`config.mk`:
```
export PLATFORM = sky130hd
export DESIGN_NAME = ftsc_round_flat
export DESIGN_NICKNAME = d
export VERILOG_FILES = /design/src/rtl/core/ftsc_pkg.sv /design/src/rtl/core/ftsc_if.sv /design/src/rtl/core/ftsc_round.sv /design/src/flat_wrapper.sv
export VERILOG_INCLUDE_DIRS = /design/src /design/src/rtl/core
export SDC_FILE = /design/constraint.sdc
export NUM_CORES = 1
export LEC_CHECK = 0
export ABC_AREA = 1
export BUFFER_PORTS_ARGS = -buffer_cell sky130_fd_sc_hd__buf_2
export CORE_AREA = 10 10 242 244
export CTS_CLUSTER_SIZE = 24
export DETAILED_ROUTE_END_ITERATION = 10
export DIE_AREA = 0 0 252 254
export PLACE_DENSITY = 0.51
export REMOVE_ABC_BUFFERS = 1
export SYNTH_ARGS = -nofsm -noshare
export SYNTH_HDL_FRONTEND = slang
export SYNTH_SLANG_ARGS = --single-unit
```
`constraint.sdc`:
```
create_clock -name clk -period 6.89 [get_ports clk]
set_input_delay 0.689 -clock clk [delete_from_list [all_inputs] [get_ports clk]]
set_output_delay 0.689 -clock clk [all_outputs]
set_load 0.05 [all_outputs]
```
`src/rtl/core/force_torque_sample_calibrator_macros.svh`:
```
// ---------------------------------------------------------------------------
// Force/torque sample calibrator assertion macros
// Short forms for the concurrent checks used across the core.
// ---------------------------------------------------------------------------
`ifndef FORCE_TORQUE_SAMPLE_CALIBRATOR_MACROS_SVH
`define FORCE_TORQUE_SAMPLE_CALIBRATOR_MACROS_SVH

// same-cycle implication, disabled during reset
`define FTSC_ASSERT_SAME(label, clk, rst, ante, cons, msg) \
  label: assert property (@(posedge clk) disable iff (rst) (ante) |-> (cons)) \
    else $error(msg);

// next-cycle implication, disabled during reset
`define FTSC_ASSERT_NEXT(label, clk, rst, ante, cons, msg) \
  label: assert property (@(posedge clk) disable iff (rst) (ante) |=> (cons)) \
    else $error(msg);

`endif

```
`src/rtl/core/ftsc_pkg.sv`:
```
// ---------------------------------------------------------------------------
// ftsc_pkg
// Types and constants shared by the force/torque sample calibrator core.
// ---------------------------------------------------------------------------
`timescale 1ns / 1ps
`default_nettype none

package ftsc_pkg;

  localparam int AXIS_COUNT    = 6;
  localparam int MAT_ENTRIES   = AXIS_COUNT * AXIS_COUNT;
  localparam int PAIRS_PER_ROW = AXIS_COUNT / 2;
  localparam int BIAS_IDX_W    = $clog2(AXIS_COUNT);
  localparam int INDEX_W       = 6;

  localparam int DATA_W = 32;
  localparam int PROD_W = 2 * DATA_W;
  localparam int PAIR_W = PROD_W + 1;
  localparam int ACC_W  = PROD_W + 4;

  localparam logic [3:0] FIRST_LEN      = 4'd8;
  localparam logic [3:0] SECOND_LEN     = 4'd6;
  localparam int         STATUS_ERR_BIT = 15;

  localparam logic [DATA_W-1:0] DATA_MAX = {1'b0, {(DATA_W-1){1'b1}}};
  localparam logic [DATA_W-1:0] DATA_MIN = {1'b1, {(DATA_W-1){1'b0}}};

  typedef enum logic [1:0] {
    OP_SAMPLE      = 2'd0,
    OP_LOAD_MATRIX = 2'd1,
    OP_LOAD_BIAS   = 2'd2,
    OP_UNDEF       = 2'd3
  } opcode_t;

  typedef enum logic [1:0] {
    RS_OK        = 2'd0,
    RS_BAD_LEN   = 2'd1,
    RS_DEV_ERR   = 2'd2,
    RS_BAD_INDEX = 2'd3
  } result_status_t;

  typedef struct packed {
    logic           sample_ok;
    result_status_t status;
    logic [15:0]    device_status;
  } ftsc_tag_t;

  typedef struct packed {
    logic               we;
    logic [INDEX_W-1:0] index;
    logic [DATA_W-1:0]  value;
  } ftsc_mload_t;

endpackage

`default_nettype wire

```
`src/rtl/core/ftsc_if.sv`:
```
// ---------------------------------------------------------------------------
// ftsc_if
// Valid/ready channels for sample/load words in and result words out.
// ---------------------------------------------------------------------------
`timescale 1ns / 1ps
`default_nettype none


interface ftsc_out_if;
  logic               valid;
  logic               ready;
  logic [1:0]         result_status;
  logic [15:0]        device_status;
  logic signed [31:0] axis_out_0;
  logic signed [31:0] axis_out_1;
  logic signed [31:0] axis_out_2;
  logic signed [31:0] axis_out_3;
  logic signed [31:0] axis_out_4;
  logic signed [31:0] axis_out_5;

  modport source (
    output valid, result_status, device_status, axis_out_0, axis_out_1,
           axis_out_2, axis_out_3, axis_out_4, axis_out_5,
    input  ready
  );
  modport sink (
    input  valid, result_status, device_status, axis_out_0, axis_out_1,
           axis_out_2, axis_out_3, axis_out_4, axis_out_5,
    output ready
  );
endinterface

`default_nettype wire

```
`src/rtl/core/ftsc_round.sv`:
```
// ---------------------------------------------------------------------------
// ftsc_round
// Rounding shift, saturation to Q16.16 and the output register.
// ---------------------------------------------------------------------------
`timescale 1ns / 1ps
`default_nettype none
`include "force_torque_sample_calibrator_macros.svh"

module ftsc_round import ftsc_pkg::*; #(
  parameter int COEF_FRAC_BITS = 24
) (
  input  logic                    clk,
  input  logic                    rst,
  input  logic                    e_valid,
  output logic                    e_ready,
  input  ftsc_tag_t               e_tag,
  input  logic signed [ACC_W-1:0] e_acc [AXIS_COUNT],
  ftsc_out_if.source              result
);

  logic                     out_free;
  logic signed [ACC_W-1:0]  shifted [AXIS_COUNT];
  logic [ACC_W-DATA_W:0]    upper   [AXIS_COUNT];
  logic signed [DATA_W-1:0] axis    [AXIS_COUNT];

  assign out_free = !result.valid || result.ready;
  assign e_ready  = out_free;

  // rounding offset is already in the sum; shift and clamp to 32 bits
  always_comb begin
    for (int r = 0; r < AXIS_COUNT; r++) begin
      shifted[r] = e_acc[r] >>> COEF_FRAC_BITS;
      upper[r]   = shifted[r][ACC_W-1:DATA_W-1];
      if (!e_tag.sample_ok) begin
        axis[r] = '0;
      end else if (&upper[r] || ~|upper[r]) begin
        axis[r] = shifted[r][DATA_W-1:0];
      end else begin
        axis[r] = shifted[r][ACC_W-1] ? DATA_MIN : DATA_MAX;
      end
    end
  end

  always_ff @(posedge clk) begin
    if (rst) begin
      result.valid <= 1'b0;
    end else if (out_free) begin
      result.valid <= e_valid;
    end
  end

  always_ff @(posedge clk) begin
    if (out_free) begin
      result.result_status <= e_tag.status;
      result.device_status <= e_tag.device_status;
      result.axis_out_0    <= axis[0];
      result.axis_out_1    <= axis[1];
      result.axis_out_2    <= axis[2];
      result.axis_out_3    <= axis[3];
      result.axis_out_4    <= axis[4];
      result.axis_out_5    <= axis[5];
    end
  end

  `FTSC_ASSERT_SAME(a_axes_zero, clk, rst, result.valid && result.result_status != RS_OK, result.axis_out_0 == '0 && result.axis_out_3 == '0 && result.axis_out_5 == '0, "axes nonzero on a failed word")
  `FTSC_ASSERT_SAME(a_status_zero, clk, rst, result.valid && (result.result_status == RS_BAD_LEN || result.result_status == RS_BAD_INDEX), result.device_status == '0, "device status set on a bad length or load")

endmodule

`default_nettype wire

```
`src/flat_wrapper.sv`:
```
// flat-port wrapper written by rule: the top's interface ports become plain ports
module ftsc_round_flat import ftsc_pkg::*;
#(
  parameter int COEF_FRAC_BITS = 24
)
  (clk, rst, e_valid, e_ready, e_tag, e_acc, result_valid, result_result_status, result_device_status, result_axis_out_0, result_axis_out_1, result_axis_out_2, result_axis_out_3, result_axis_out_4, result_axis_out_5, result_ready);
  ftsc_out_if result_i ();
  input  logic clk;
  input  logic rst;
  input  logic e_valid;
  output logic e_ready;
  input  ftsc_tag_t e_tag;
  input  logic signed [ACC_W-1:0] e_acc[AXIS_COUNT];
  output wire logic [$bits(result_i.valid)-1:0] result_valid;
  output wire logic [$bits(result_i.result_status)-1:0] result_result_status;
  output wire logic [$bits(result_i.device_status)-1:0] result_device_status;
  output wire logic [$bits(result_i.axis_out_0)-1:0] result_axis_out_0;
  output wire logic [$bits(result_i.axis_out_1)-1:0] result_axis_out_1;
  output wire logic [$bits(result_i.axis_out_2)-1:0] result_axis_out_2;
  output wire logic [$bits(result_i.axis_out_3)-1:0] result_axis_out_3;
  output wire logic [$bits(result_i.axis_out_4)-1:0] result_axis_out_4;
  output wire logic [$bits(result_i.axis_out_5)-1:0] result_axis_out_5;
  input wire logic [$bits(result_i.ready)-1:0] result_ready;
  assign result_valid = result_i.valid;
  assign result_result_status = result_i.result_status;
  assign result_device_status = result_i.device_status;
  assign result_axis_out_0 = result_i.axis_out_0;
  assign result_axis_out_1 = result_i.axis_out_1;
  assign result_axis_out_2 = result_i.axis_out_2;
  assign result_axis_out_3 = result_i.axis_out_3;
  assign result_axis_out_4 = result_i.axis_out_4;
  assign result_axis_out_5 = result_i.axis_out_5;
  assign result_i.ready = result_ready;
  ftsc_round #(.COEF_FRAC_BITS(COEF_FRAC_BITS)) u_core (.clk(clk), .rst(rst), .e_valid(e_valid), .e_ready(e_ready), .e_tag(e_tag), .e_acc(e_acc), .result(result_i));
endmodule
```
==> metrics.txt <==
routed via count 7,920; gr ovfl total 0; routability cong. 0.883; vias per cell 3.93; P_leak 5.63 nW; DRT Pass-1 Iters 4; global-route wire length before repair 54,500 um; Critical Path Sink Type primary output; num rows 85; largest net degree at the start of global routing 128; Longest Clk Path Bufs 3; final wirelength 38,500 um; CTS tree done; Final Setup Violations 0; reg2reg start u_core.result.valid$_SDFFE_PP0P_; share of post-route cells with drive strength above 1 44.3%; Mapped Area 9160 um^2; detailed placer's ending HPWL 29,400 um; synthesis-to-layout area growth 42.6%; H-tree lvl count 1; met1 global-route usage 12.8%; worst-path fanout max 44; Starting Density 17.1%; total power 3.51 mW; Max Slew Vio Count 0; Final Hold Fails 0; Die H 254 um; WL/cell 19.1 um; # port buffers 498; Critical Path AT 1.82 ns; crit path from u_core.result.valid$_SDFFE_PP0P_; met3 GRT Util 5.65%; die width 252 um; total CTS buffers 26; met2 GRT Util 18.2%; HP Class in -> reg; total setup buffers inserted after CTS 0; Cells after Synth 818; DP Worst Slack 4.07 ns; Final min period 2.51 ns; synth unique cells 20; vias in the first global route 8,225; Startpoint Class flip-flop; sequential share of the synthesized area 69.1%; post-cts gate resize count 0; Critical Path RT 6.20 ns; HP Start rst; Fin Setup TNS 0 ns; period utilization 36.4%; CTS sink cnt 211; hold_buf cts 0; outcome completed; Avg Cell Area, Syn 11.2 um^2; # Max-Cap Violations 0; drt first-iter violations 373; Pwr Density 269 nW/um^2; Core Area 53,600 um^2; Setup WS post-layout 4.38 ns; antenna violations before repair 7; clk_skew 0.0240 ns; Yosys reg bits 211; die footprint 64,000 um^2; crit-path max cell delay 0.50 ns; clock root buffer clkbuf_16; residual DRC count 0; Peak VDD IR 0.161 mV; crit path cell chain nand2_4, buf_2; DRT antenna net count 0; WS Path Type reg -> out; Least-Margin Pin Slew 1.25 ns; worst rel slew slack 16.4%; Yosys warning count 0; All-Layer GR Usage 11.2%; slowest CP cell nand2_4; most used routing layer met2; Clock Latency Late Sink 0.57 ns; I/O pin count 643; FMAX 398 MHz; Worst-path clk slew 0.06 ns; RSZ-0062 raised after global routing no; final layout net count 1,729
-- metrics by stage --
stage	util [%]	std cells	hold slack [ns]	area, um^2
detailed placement	22.9	1966	0.849	12300
floorplan	-	762	0.758	8810
CTS	24.3	2011	0.245	13100
global placement	22.9	1966	0.847	12300
global route	24.4	2013	0.256	13100
finish	24.4	2014	0.289	13100
-- cells by family (layout without fill, tap and decap cells) --
logic type	Yosys count	count (layout)	synth area share (%)
simple gates	339	339	14.7
flops	211	211	69.1
compound gates	187	187	11.4
buf+inv	81	578	4.82
other cells	0	3	0
-- routing by layer --
layer | wire [um] | vias to the layer above | share of wire, %
met4 | 922 | 6 | 2.4
li1 | - | 3778 | -
met2 | 17700 | 368 | 46
met5 | 39 | - | 0.10
met3 | 4630 | 41 | 12
met1 | 15200 | 3727 | 39
-- synthesized netlist by cell type (all sizes together) --
library cell,count,share of area [%]
a21oi,187,11
buf,45,3.3
clkbuf,11,0.45
dfxtp,1,0.22
edfxtp,210,69
inv,25,1.0
nand2,259,11
nand3,13,0.77
nand3b,3,0.25
nor2,58,2.4
or2,6,0.41
-- path summary, 6_finish.rpt --
check,to,slack [ns],cells past startpoint
worst max-delay path,e_ready,4.38,2
worst min-delay path,u_core.result.valid$_SDFFE_PP0P_,0.29,2
worst max register to register,u_core.result.axis_out_4[3]$_SDFFCE_PN0P_,4.92,2
worst min register to register,u_core.result.valid$_SDFFE_PP0P_,1.01,2
-- report_power, final --
part / total [mW] / internal [mW] / leakage [nW] / switching (mW)
clock network: 1.29 / 0.730 / 0.378 / 0.558
registers: 1.55 / 1.52 / 2.33 / 0.0263
logic: 0.676 / 0.151 / 2.92 / 0.525
-- layout by cell type, fill, tap and decap left out --
cell type   instances
nand3_1            12
nor2_1             58
nand2_1           251
buf_12              1
clkinv_8            1
clkinv_4            1
a21oi_1           157
clkbuf_16          26
or2_0               5
buf_4               9
nand3_2             1
diode_2             3
inv_6               1
inv_1              24
or2_1               1
a21oi_2            30
bufinv_16           1
nand3b_1            3
clkinv_2            5
clkbuf_1            8
edfxtp_1          210
nand2_2             6
clkinvlp_4          1
dfxtp_1             1
clkinv_1            2
buf_2             498
nand2_4             2
-- critical path, delay by kind of cell, from the launching register on --
family | cells | cell delay [ns]
buffers and inverters | 1 | 0.39
flip-flops | 1 | 0.33
AND/OR/NAND/NOR | 1 | 0.50
-- cell type report --
class / instances / area, um^2
tap: 696 / 871
timing repair buffer: 508 / 2580
antenna: 3 / 7.51
fill: 5857 / 40500
clock buffer: 34 / 681
multi-input combinational: 526 / 2400
clock inverter: 11 / 95.1
inverter: 25 / 98.8
sequential: 211 / 6330
-- sequential cells by signal, indices dropped and copies added, names as in the netlist --
register and cells:
u_core.result.axis_out_0 32, u_core.result.axis_out_1 32, u_core.result.axis_out_2 32, u_core.result.axis_out_3 32, u_core.result.axis_out_4 32, u_core.result.axis_out_5 32
u_core.result.device_status 16, u_core.result.result_status 2, u_core.result.valid 1
Power figures use the tool's default switching activity.
