[src/rtl/core/force_torque_sample_calibrator_macros.svh]
// ---------------------------------------------------------------------------
// Force/torque sample calibrator assertion macros
// Short forms for the concurrent checks used across the core.
// ---------------------------------------------------------------------------
`ifndef FORCE_TORQUE_SAMPLE_CALIBRATOR_MACROS_SVH
`define FORCE_TORQUE_SAMPLE_CALIBRATOR_MACROS_SVH

// same-cycle implication, disabled during reset
`define FTSC_ASSERT_SAME(label, clk, rst, ante, cons, msg) \
  label: assert property (@(posedge clk) disable iff (rst) (ante) |-> (cons)) \
    else $error(msg);

// next-cycle implication, disabled during reset
`define FTSC_ASSERT_NEXT(label, clk, rst, ante, cons, msg) \
  label: assert property (@(posedge clk) disable iff (rst) (ante) |=> (cons)) \
    else $error(msg);

`endif

[src/rtl/core/ftsc_pkg.sv]
// ---------------------------------------------------------------------------
// ftsc_pkg
// Types and constants shared by the force/torque sample calibrator core.
// ---------------------------------------------------------------------------
`timescale 1ns / 1ps
`default_nettype none

package ftsc_pkg;

  localparam int AXIS_COUNT    = 6;
  localparam int MAT_ENTRIES   = AXIS_COUNT * AXIS_COUNT;
  localparam int PAIRS_PER_ROW = AXIS_COUNT / 2;
  localparam int BIAS_IDX_W    = $clog2(AXIS_COUNT);
  localparam int INDEX_W       = 6;

  localparam int DATA_W = 32;
  localparam int PROD_W = 2 * DATA_W;
  localparam int PAIR_W = PROD_W + 1;
  localparam int ACC_W  = PROD_W + 4;

  localparam logic [3:0] FIRST_LEN      = 4'd8;
  localparam logic [3:0] SECOND_LEN     = 4'd6;
  localparam int         STATUS_ERR_BIT = 15;

  localparam logic [DATA_W-1:0] DATA_MAX = {1'b0, {(DATA_W-1){1'b1}}};
  localparam logic [DATA_W-1:0] DATA_MIN = {1'b1, {(DATA_W-1){1'b0}}};

  typedef enum logic [1:0] {
    OP_SAMPLE      = 2'd0,
    OP_LOAD_MATRIX = 2'd1,
    OP_LOAD_BIAS   = 2'd2,
    OP_UNDEF       = 2'd3
  } opcode_t;

  typedef enum logic [1:0] {
    RS_OK        = 2'd0,
    RS_BAD_LEN   = 2'd1,
    RS_DEV_ERR   = 2'd2,
    RS_BAD_INDEX = 2'd3
  } result_status_t;

  typedef struct packed {
    logic           sample_ok;
    result_status_t status;
    logic [15:0]    device_status;
  } ftsc_tag_t;

  typedef struct packed {
    logic               we;
    logic [INDEX_W-1:0] index;
    logic [DATA_W-1:0]  value;
  } ftsc_mload_t;

endpackage

`default_nettype wire

[src/rtl/core/ftsc_if.sv]
// ---------------------------------------------------------------------------
// ftsc_if
// Valid/ready channels for sample/load words in and result words out.
// ---------------------------------------------------------------------------
`timescale 1ns / 1ps
`default_nettype none

interface ftsc_in_if;
  logic               valid;
  logic               ready;
  logic [1:0]         opcode;
  logic [3:0]         first_frame_length;
  logic [3:0]         second_frame_length;
  logic [63:0]        first_frame_bytes;
  logic [47:0]        second_frame_bytes;
  logic [5:0]         load_index;
  logic signed [31:0] load_value;

  modport source (
    output valid, opcode, first_frame_length, second_frame_length,
           first_frame_bytes, second_frame_bytes, load_index, load_value,
    input  ready
  );
  modport sink (
    input  valid, opcode, first_frame_length, second_frame_length,
           first_frame_bytes, second_frame_bytes, load_index, load_value,
    output ready
  );
endinterface


`default_nettype wire

[src/rtl/core/ftsc_unpack.sv]
// ---------------------------------------------------------------------------
// ftsc_unpack
// Input register, frame and load-index checks, gauge unpacking and bias subtraction.
// ---------------------------------------------------------------------------
`timescale 1ns / 1ps
`default_nettype none
`include "force_torque_sample_calibrator_macros.svh"

module ftsc_unpack import ftsc_pkg::*; (
  input  logic                     clk,
  input  logic                     rst,
  ftsc_in_if.sink                  item,
  output logic                     b_valid,
  input  logic                     b_ready,
  output ftsc_tag_t                b_tag,
  output logic signed [DATA_W-1:0] b_diff [AXIS_COUNT],
  output ftsc_mload_t              b_mload
);

  logic                     a_valid;
  logic [1:0]               a_opcode;
  logic [3:0]               a_len1;
  logic [3:0]               a_len2;
  logic [63:0]              a_f1;
  logic [47:0]              a_f2;
  logic [INDEX_W-1:0]       a_index;
  logic signed [DATA_W-1:0] a_value;

  logic a_free;
  logic b_free;

  opcode_t                  a_op;
  logic [15:0]              a_word;
  logic [15:0]              a_z    [AXIS_COUNT];
  logic [DATA_W:0]          a_wide [AXIS_COUNT];
  logic signed [DATA_W-1:0] a_diff [AXIS_COUNT];
  ftsc_tag_t                a_tag;
  logic                     a_bias_we;
  logic                     a_mload_we;

  logic signed [DATA_W-1:0] bias [AXIS_COUNT];

  assign b_free     = !b_valid || b_ready;
  assign a_free     = !a_valid || b_free;
  assign item.ready = a_free;

  always_ff @(posedge clk) begin
    if (rst) begin
      a_valid <= 1'b0;
    end else if (a_free) begin
      a_valid <= item.valid;
    end
  end

  always_ff @(posedge clk) begin
    if (a_free) begin
      a_opcode <= item.opcode;
      a_len1   <= item.first_frame_length;
      a_len2   <= item.second_frame_length;
      a_f1     <= item.first_frame_bytes;
      a_f2     <= item.second_frame_bytes;
      a_index  <= item.load_index;
      a_value  <= item.load_value;
    end
  end

  assign a_op   = opcode_t'(a_opcode);
  assign a_word = a_f1[63:48];

  // interleave gauges of the two frames: g0,g3,g1,g4,g2,g5
  always_comb begin
    a_z[0] = a_f1[47:32];
    a_z[1] = a_f2[47:32];
    a_z[2] = a_f1[31:16];
    a_z[3] = a_f2[31:16];
    a_z[4] = a_f1[15:0];
    a_z[5] = a_f2[15:0];
  end

  always_comb begin
    for (int c = 0; c < AXIS_COUNT; c++) begin
      a_wide[c] = {a_z[c][15], a_z[c], 16'b0} - {bias[c][DATA_W-1], bias[c]};
      if (a_wide[c][DATA_W] != a_wide[c][DATA_W-1]) begin
        a_diff[c] = a_wide[c][DATA_W] ? DATA_MIN : DATA_MAX;
      end else begin
        a_diff[c] = a_wide[c][DATA_W-1:0];
      end
    end
  end

  always_comb begin
    a_tag      = '0;
    a_bias_we  = 1'b0;
    a_mload_we = 1'b0;
    case (a_op)
      OP_SAMPLE: begin
        if (a_len1 != FIRST_LEN || a_len2 != SECOND_LEN) begin
          a_tag.status = RS_BAD_LEN;
        end else begin
          a_tag.device_status = a_word;
          if (a_word[STATUS_ERR_BIT]) begin
            a_tag.status = RS_DEV_ERR;
          end else begin
            a_tag.status    = RS_OK;
            a_tag.sample_ok = 1'b1;
          end
        end
      end
      OP_LOAD_MATRIX: begin
        if (a_index < INDEX_W'(MAT_ENTRIES)) begin
          a_mload_we = 1'b1;
        end else begin
          a_tag.status = RS_BAD_INDEX;
        end
      end
      OP_LOAD_BIAS: begin
        if (a_index < INDEX_W'(AXIS_COUNT)) begin
          a_bias_we = 1'b1;
        end else begin
          a_tag.status = RS_BAD_INDEX;
        end
      end
      default: begin
        a_tag.status = RS_BAD_INDEX;
      end
    endcase
  end

  // bias is written as the load word leaves this stage, where samples read it
  always_ff @(posedge clk) begin
    if (rst) begin
      for (int c = 0; c < AXIS_COUNT; c++) begin
        bias[c] <= '0;
      end
    end else if (a_valid && b_free && a_bias_we) begin
      bias[a_index[BIAS_IDX_W-1:0]] <= a_value;
    end
  end

  always_ff @(posedge clk) begin
    if (rst) begin
      b_valid <= 1'b0;
    end else if (b_free) begin
      b_valid <= a_valid;
    end
  end

  always_ff @(posedge clk) begin
    if (b_free) begin
      b_tag         <= a_tag;
      b_diff        <= a_diff;
      b_mload.we    <= a_mload_we;
      b_mload.index <= a_index;
      b_mload.value <= a_value;
    end
  end

  `FTSC_ASSERT_SAME(a_stall_source, clk, rst, !item.ready, a_valid && b_valid && !b_ready, "input stalled without a full downstream")

endmodule

`default_nettype wire

[src/flat_wrapper.sv]
// flat-port wrapper written by rule: the top's interface ports become plain ports
module ftsc_unpack_flat import ftsc_pkg::*;
  (clk, rst, b_valid, b_ready, b_tag, b_diff, b_mload, item_valid, item_opcode, item_first_frame_length, item_second_frame_length, item_first_frame_bytes, item_second_frame_bytes, item_load_index, item_load_value, item_ready);
  ftsc_in_if item_i ();
  input  logic clk;
  input  logic rst;
  output logic b_valid;
  input  logic b_ready;
  output ftsc_tag_t b_tag;
  output logic signed [DATA_W-1:0] b_diff[AXIS_COUNT];
  output ftsc_mload_t b_mload;
  input wire logic [$bits(item_i.valid)-1:0] item_valid;
  input wire logic [$bits(item_i.opcode)-1:0] item_opcode;
  input wire logic [$bits(item_i.first_frame_length)-1:0] item_first_frame_length;
  input wire logic [$bits(item_i.second_frame_length)-1:0] item_second_frame_length;
  input wire logic [$bits(item_i.first_frame_bytes)-1:0] item_first_frame_bytes;
  input wire logic [$bits(item_i.second_frame_bytes)-1:0] item_second_frame_bytes;
  input wire logic [$bits(item_i.load_index)-1:0] item_load_index;
  input wire logic [$bits(item_i.load_value)-1:0] item_load_value;
  output wire logic [$bits(item_i.ready)-1:0] item_ready;
  assign item_i.valid = item_valid;
  assign item_i.opcode = item_opcode;
  assign item_i.first_frame_length = item_first_frame_length;
  assign item_i.second_frame_length = item_second_frame_length;
  assign item_i.first_frame_bytes = item_first_frame_bytes;
  assign item_i.second_frame_bytes = item_second_frame_bytes;
  assign item_i.load_index = item_load_index;
  assign item_i.load_value = item_load_value;
  assign item_ready = item_i.ready;
  ftsc_unpack u_core (.clk(clk), .rst(rst), .item(item_i), .b_valid(b_valid), .b_ready(b_ready), .b_tag(b_tag), .b_diff(b_diff), .b_mload(b_mload));
endmodule
[config.mk]
export PLATFORM = sky130hd
export DESIGN_NAME = ftsc_unpack_flat
export DESIGN_NICKNAME = d
export VERILOG_FILES = /design/src/rtl/core/ftsc_pkg.sv /design/src/rtl/core/ftsc_if.sv /design/src/rtl/core/ftsc_unpack.sv /design/src/flat_wrapper.sv
export VERILOG_INCLUDE_DIRS = /design/src /design/src/rtl/core
export SDC_FILE = /design/constraint.sdc
export NUM_CORES = 1
export LEC_CHECK = 0
export BUFFER_PORTS_ARGS = -buffer_cell sky130_fd_sc_hd__buf_2
export CORE_ASPECT_RATIO = 1.1
export CORE_MARGIN = 3
export CORE_UTILIZATION = 50
export DETAILED_ROUTE_END_ITERATION = 10
export PLACE_DENSITY_LB_ADDON = 0.1
export REMOVE_ABC_BUFFERS = 1
export SLEW_MARGIN = 0
export SYNTH_ARGS = -nofsm -noshare
export SYNTH_HDL_FRONTEND = slang
export SYNTH_SLANG_ARGS = --single-unit
[constraint.sdc]
create_clock -name clk -period 5.9 [get_ports clk]
set_input_delay 0.295 -clock clk [delete_from_list [all_inputs] [get_ports clk]]
set_output_delay 0.295 -clock clk [all_outputs]
set_load 0.005 [all_outputs]
==> metrics.md, run 1 <==
| Metric | Value |
|---|---|
| Sum Neg Setup Slack | `0 ps` |
| CP startpoint kind | `flip-flop` |
| Avg WL per Cell | `21.1 µm` |
| Critical path peak fanout | `29` |
| Top cell type by total area after synthesis | `edfxtp_1` |
| Final GP Congestion | `0.889` |
| Crit-path slowest cell | `a21oi_2` |
| Initial antenna violation count | `6` |
| Worst path bufs/invs | `0` |
| Worst Path Arrival | `4250 ps` |
| First-pass DRT Iterations | `5` |
| Final non-filler cell total | `3522` |
| Cell repeated most along the worst path | `or4_4` |
| WL met2 | `36000 µm` |
| Core area | `54000 µm²` |
| Peak Freq | `252 MHz` |
| Async S/R FF share, synth | `0%` |
| Layout cells sized above 1 | `20.6%` |
| Fillers | `4183` |
| Maxcap violations | `0` |
| GRT Util Overall | `25.4%` |
| Status | `complete, no violations` |
| Main synth FF type | `edfxtp_1` |
| Peak supply drop | `0.000278 V` |
| Final count of negative-setup-slack endpoints | `0` |
| Family with the most delay on the worst path | `simple AND/OR/NAND/NOR gates` |
| Largest net degree at the start of global routing | `105` |
| DR vias/cell | `5.36` |
| Clock tree from TritonCTS | `done` |
| Final Net Count | `3006` |
| Final worst path period share | `67.2%` |
| CTS buffer count | `67` |
| Clock transition at path regs | `60 ps` |
| Synth-to-layout area growth | `24.2%` |
| Fin. Hold Viols | `0` |
| Post-route cell area | `34200 µm²` |
| Synth cell types | `82` |
| DR iter-0 viols | `1271` |
| Max Slew Vio Count | `0` |
| RSZ-0062 raised after global routing | `false` |
| Post-synth top area share | `65.7%` |
| Die area | `57900 µm²` |
| Crit-path max cell delay | `930 ps` |
| Skew-Pair Late Insertion Delay | `600 ps` |
| Critical-path cell list | `ha_1 > or3b_2 > or4_4 > or4_4 > nand2_2 > a21o_4 > o31ai_2 > a21oi_2 > o21ai_0` |
| # resized after CTS | `0` |
| Io pins | `416` |
| Post-route clock skew | `23.4 ps` |
| Grt ovf | `0` |
| Global-route wire length before repair | `111000 µm` |
| CTS max path bufs | `3` |
| DP Area | `30400 µm²` |
| Synthesized instance count | `2136` |
| Worst setup path category | `reg2reg` |
| Die X | `230 µm` |
| Number of global-route vias before repair | `19400` |
| # DRC | `0` |
| Count leader, synth | `edfxtp_1` |
| Met3 WL | `5660 µm` |
| Relative slew slack | `16.8%` |
| H-tree Lvls | `3` |
| Cell Area, Synth | `27500 µm²` |
| Sequential element share of the synthesized area | `65.8%` |
| Syn. warnings | `0` |
| Metal-1 WL | `29500 µm` |
| Core Rows | `89` |
| Syn Area/Cell | `12.9 µm²` |
| Synth area leaders | `edfxtp_1, ha_1, nor2_1` |
| Reg2Reg Depth | `9` |
| Routed Antenna Nets | `0` |
| Worst Hold Class | `in2reg` |
| Total vias in the final route | `18900` |
| CTS root buf | `clkbuf_16` |
| DR top layer | `met5` |
| Die H | `252 µm` |
| Crit end category | `flip-flop` |
| EDFF count, synth | `602` |
| #FFs+latches synth | `604` |
| Initial Util | `50.9%` |
| Placed Instances | `3238` |
| Drt total wl | `74500 µm` |
| P per Cell Area | `322 nW/µm²` |
| Synth cell count leaders | `edfxtp_1, nor2_1, inv_1` |
| Required @ worst endpoint | `6180 ps` |
| P_leak | `0.0136 µW` |
| WP depth | `9` |
| Clock sink count | `604` |
| Post-DP HPWL | `50100 µm` |
| Post-layout min period | `3970 ps` |
| Hold path depth | `2` |
| PortBufs | `415` |
| Slew @ Worst Pin | `1250 ps` |
## area by class of cell
cell class                 instances  area [µm²]  share of cell area [%]
sequential                       604       18100                    53.0
multi-input combinational       1302        8510                    24.9
timing repair buffer             596        3840                    11.2
clock buffer                      84        1780                    5.22
tap                              728         911                    2.67
inverter                         169         642                    1.88
clock inverter                    36         365                    1.07
antenna                            3        7.51                  0.0220
## path summary, 6_finish.rpt
check / start / end / slack, ps
worst max-delay path: u_core.a_f2[0] / u_core.b_diff[15] / 1930
worst min register to register: u_core.a_value[17] / u_core.b_mload[17] / 450
worst min-delay path: rst / u_core.a_valid / 120
worst max register to register: u_core.a_f2[0] / u_core.b_diff[15] / 1930
## logic make-up (layout without fill, tap and decap cells)
family / count (synthesis) / in the layout / synth area share [%]
AO/OA/AOI/OAI: 402 / 402 / 9.01
multiplexers: 2 / 2 / 0.0773
buffers and inverters: 230 / 885 / 3.33
AND/OR/NAND/NOR: 584 / 584 / 10.1
other: 0 / 3 / 0
flip-flops: 604 / 604 / 65.8
adder cells (fa/ha/maj): 146 / 146 / 6.24
XOR/XNOR: 168 / 168 / 5.37
## worst reg2reg max path, delay by kind of cell (launching register included)
| kind | cells | cell delay, ps |
|---|---|---|
| AOI/OAI and AO/OA | 4 | 1410 |
| adders and majority gates | 1 | 340 |
| and+or+nand+nor | 4 | 1540 |
| DFF | 1 | 360 |
## cells in the final DEF, fill, tap and decap left out, drive strengths merged, types with 27 or more instances in the layout
cell type / count
nand3: 27
ha: 102
xor2: 76
a21oi: 130
inv: 172
nor2: 244
a21o: 38
nand2: 104
maj3: 44
buf: 435
o21ai: 123
dlygate4sd3: 161
xnor2: 92
edfxtp: 602
clkbuf: 84
nor3: 52
## sequential cells by signal (all words and copies together) (netlist names)
register,cells
u_core.b_diff,192
u_core.bias,192
u_core.a_f1,64
u_core.a_f2,48
u_core.b_mload,39
u_core.a_value,32
u_core.b_tag,19
u_core.a_index,6
u_core.a_len1,4
u_core.a_len2,4
u_core.a_op,2
u_core.a_valid,1
u_core.b_valid,1
## metal layers
layer | vias to the layer above | track usage (%)
met5 | - | 0
li1 | 8982 | -
met3 | 175 | 5.95
met4 | 2 | 12.2
met1 | 9061 | 31.5
met2 | 646 | 42.3
## what timing repair did
action | CTS | global route
setup buffers | 0 | 0
endpoints found under the hold margin | 161 | 0
hold buffers | 161 | 0
## stage by stage
| step | worst slack [ps] | utilization, % | total power, µW | hold WS (ps) |
|---|---|---|---|---|
| after floorplan | -8.55 | - | 6210 | 367 |
| after global placement | 2080 | 56.3 | 6850 | 433 |
| after detailed placement | 1980 | 56.3 | 6870 | 437 |
| after CTS | 1970 | 63.3 | 11100 | 75.5 |
| after global routing | 1780 | 63.3 | 11500 | 139 |
| final | 1930 | 63.3 | 11000 | 115 |
## where the power goes
part	internal, µW	switching, µW	total [µW]	leakage [µW]
combinational	669	805	1470	0.00635
clock	2450	1670	4120	0.00106
sequential	5230	176	5400	0.00622
Power figures use the tool's default switching activity.
==> run 2: changes to the inputs <==
--- a/config.mk
+++ b/config.mk
@@ -6,6 +6,7 @@
 export SDC_FILE = /design/constraint.sdc
 export NUM_CORES = 1
 export LEC_CHECK = 0
+export ABC_AREA = 1
 export BUFFER_PORTS_ARGS = -buffer_cell sky130_fd_sc_hd__buf_2
 export CORE_ASPECT_RATIO = 1.1
 export CORE_MARGIN = 3
==> constraint.sdc (replaced) <==
create_clock -name clk -period 3.45 [get_ports clk]
set_input_delay 0.1725 -clock clk [delete_from_list [all_inputs] [get_ports clk]]
set_output_delay 0.1725 -clock clk [all_outputs]
set_load 0.005 [all_outputs]
==> run 2 against run 1 <==
Compared with the run above: cell area rose by 10%; via count rose by 30%; combinational power rose by 110%; clock power rose by 66%; clock skew grew 9.5 ps; worst setup slack lost 1500 ps; synthesized cell count rose by 53%; critical path type unchanged; largest power group unchanged.
==> metrics.md, run 2 <==
| Metric | Value |
|---|---|
| Dpl ws | `447 ps (was 1980 ps)` |
| Number of global-route vias before repair | `24600 (was 19400)` |
| Syn Area/Cell | `9.49 µm² (was 12.9 µm²)` |
| Skew-Pair Late Insertion Delay | `610 ps (was 600 ps)` |
| Synth-to-layout area growth | `21.6% (was 24.2%)` |
| Final count of negative-setup-slack endpoints | `0 (unchanged)` |
| Post-route clock skew | `32.9 ps (was 23.4 ps)` |
| H-tree Lvls | `3 (unchanged)` |
| Worst Hold Class | `in2reg (unchanged)` |
| Synthesized instance count | `3262 (was 2136)` |
| Setup repair bufs after CTS | `0 (unchanged)` |
| EDFF count, synth | `602 (unchanged)` |
| P_leak | `0.0172 µW (was 0.0136 µW)` |
| Initial Util | `50.5% (was 50.9%)` |
| Most frequent cells in the layout | `nand2_1, edfxtp_1, inv_1 (was edfxtp_1, buf_2, nor2_1)` |
| Layout cells sized above 1 | `16.7% (was 20.6%)` |
| CTS max path bufs | `3 (unchanged)` |
| Required @ worst endpoint | `3870 ps (was 6180 ps)` |
| Placed Instances | `4477 (was 3238)` |
| Most common cell after layout, fill and taps aside | `nand2_1 (was edfxtp_1)` |
| Top cell type by total area after synthesis | `edfxtp_1 (unchanged)` |
| Sum Neg Setup Slack | `0 ps (unchanged)` |
| Core Rows | `95 (was 89)` |
| # DRC | `0 (unchanged)` |
| # resized after CTS | `0 (unchanged)` |
| CTS root buf | `clkbuf_16 (unchanged)` |
| Main synth FF type | `edfxtp_1 (unchanged)` |
| CP startpoint kind | `flip-flop (unchanged)` |
| Reg2Reg Depth | `8 (was 9)` |
| #FFs+latches synth | `604 (unchanged)` |
| Async S/R FF share, synth | `0% (unchanged)` |
| Slew @ Worst Pin | `956 ps (was 1250 ps)` |
| Largest net degree at the start of global routing | `92 (was 105)` |
| Initial antenna violation count | `1 (was 6)` |
| Hold path depth | `2 (unchanged)` |
| Avg WL per Cell | `20.0 µm (was 21.1 µm)` |
| Grt ovf | `0 (unchanged)` |
| DR iter-0 viols | `1780 (was 1271)` |
| Sequential element share of the synthesized area | `58.6% (was 65.8%)` |
| Global-route wire length before repair | `143000 µm (was 111000 µm)` |
| Tot Pwr | `19200 µW (was 11000 µW)` |
| Synth area leaders | `edfxtp_1, nand2_1, inv_1 (was edfxtp_1, ha_1, nor2_1)` |
| Io pins | `416 (unchanged)` |
| Clock sink count | `604 (unchanged)` |
| Slack of the critical path | `405 ps (was 1930 ps)` |
| Synth cell count leaders | `nand2_1, edfxtp_1, inv_1 (was edfxtp_1, nor2_1, inv_1)` |
| PortBufs | `415 (unchanged)` |
| P per Cell Area | `509 nW/µm² (was 322 nW/µm²)` |
| Maxcap violations | `0 (unchanged)` |
| Count leader, synth | `nand2_1 (was edfxtp_1)` |
| Syn. warnings | `0 (unchanged)` |
| Max Slew Vio Count | `0 (unchanged)` |
| GRT Util Overall | `29.0% (was 25.4%)` |
| Clock transition at path regs | `60 ps (about the same)` |
| DP Area | `34000 µm² (was 30400 µm²)` |
| Die X | `243 µm (was 230 µm)` |
| CTS buffer count | `66 (was 67)` |
| First-pass DRT Iterations | `7 (was 5)` |
| Relative slew slack | `36.1% (was 16.8%)` |
| Post-layout min period | `3050 ps (was 3970 ps)` |
| Fillers | `5241 (was 4183)` |
| Status | `complete, no violations (unchanged)` |
| Final Net Count | `4149 (was 3006)` |
| Worst Path Arrival | `3470 ps (was 4250 ps)` |
| Crit end category | `flip-flop (unchanged)` |
| Total vias in the final route | `24500 (was 18900)` |
| Final worst path period share | `88.3% (was 67.2%)` |
| Clock tree from TritonCTS | `done (unchanged)` |
| Sequential cell area | `18100 µm² (unchanged)` |
| Cell Area, Synth | `30900 µm² (was 27500 µm²)` |
| Die area | `64900 µm² (was 57900 µm²)` |
| Core area | `61200 µm² (was 54000 µm²)` |
| DR vias/cell | `5.15 (was 5.36)` |
| Final GP Congestion | `0.931 (was 0.889)` |
| Post-route cell area | `37600 µm² (was 34200 µm²)` |
| Synth cell types | `42 (was 82)` |
| Ant diodes | `0 (was 3)` |
| Final non-filler cell total | `4751 (was 3522)` |
| Fin. Hold Viols | `0 (unchanged)` |
| Routed Antenna Nets | `0 (unchanged)` |
| Biggest regs | `u_core.b_diff (192), u_core.bias (192), u_core.a_f1 (64) (unchanged)` |
| Peak Freq | `328 MHz (was 252 MHz)` |
| Critical path peak fanout | `18 (was 29)` |
| RSZ-0062 raised after global routing | `false (unchanged)` |
| Peak supply drop | `0.000477 V (was 0.000278 V)` |
| Hold Buf Count CTS | `162 (was 161)` |
| Die H | `267 µm (was 252 µm)` |
| Post-synth top area share | `58.4% (was 65.7%)` |
| Worst setup path category | `reg2reg (unchanged)` |
| Multi-input logic area | `10700 µm² (was 8510 µm²)` |
| Drt total wl | `95100 µm (was 74500 µm)` |
| Post-DP HPWL | `71500 µm (was 50100 µm)` |
-- run 2: changes by cell type after synthesis, moves of 27 or more --
cell	change
nand2_1	+889
xnor2_1	-80
inv_2	+27
nand3_1	+95
clkbuf_1	-38
a21o_1	-32
nor2_1	+143
o21ai_0	-84
nor2_2	+41
inv_1	+274
nand4_1	+48
maj3_1	-44
xor2_1	+37
a21oi_1	-34
-- run 2: metrics by stage --
stage / utilization, % / hold WS [ps]
2_1_floorplan: - / 242
3_3_place_gp: 55.5 / 350
3_5_place_dp: 55.5 / 351
4_1_cts: 61.5 / 238
5_1_grt: 61.5 / 270
6_report: 61.5 / 271
-- run 2: area by class of cell --
| class | count | area share (%) |
|---|---|---|
| Clock buffer | 80 | 4.53 |
| Clock inverter | 32 | 0.947 |
| Inverter | 471 | 4.72 |
| Multi-Input combinational cell | 2132 | 28.3 |
| Sequential cell | 604 | 48.1 |
| Tap cell | 824 | 2.74 |
| Timing Repair Buffer | 608 | 10.6 |
-- run 2: power breakdown --
| group | internal, µW | leakage, µW | switching [µW] | total [µW] |
|---|---|---|---|---|
| sequential | 8950 | 0.00623 | 302 | 9260 |
| clock | 3980 | 0.000989 | 2870 | 6850 |
| combinational | 1190 | 0.00998 | 1870 | 3060 |
| total | 14100 | 0.0172 | 5050 | 19200 |
-- run 2: final timing paths --
kind,start,end,slack [ps]
setup / recovery,u_core.b_valid,u_core.bias[1][27],400
hold / removal,item_load_value[22],u_core.a_value[22],270
setup reg to reg,u_core.b_valid,u_core.bias[1][27],400
hold reg to reg,u_core.a_value[25],u_core.b_mload[25],450
-- run 2: kinds of logic after synthesis --
family	count (synthesis)	synth area share (%)
buffers and inverters	526	7.03
DFF	604	58.6
and+or+nand+nor	1731	23.6
xor gates and xnor gates	124	3.51
AOI/OAI and AO/OA	175	3.19
adders and majority gates	102	4.12
-- run 2: worst max-delay path, cell delays in order, from the launching register on --
cell,delay [ps]
dfxtp_1,320
inv_1,60
nor2_1,120
nor3_1,520
nand3_2,210
inv_2,310
buf_4,360
nand2_1,650
nor2_1,300
-- run 2: layer usage --
layer  vias to the layer above  routed length [µm]  track usage [%]
met5                         -                  13                0
met4                         2                3040             10.0
met3                       153                6140             4.96
met2                       790               47900             51.4
met1                     11600               38000             36.0
li1                      11900                   -                -
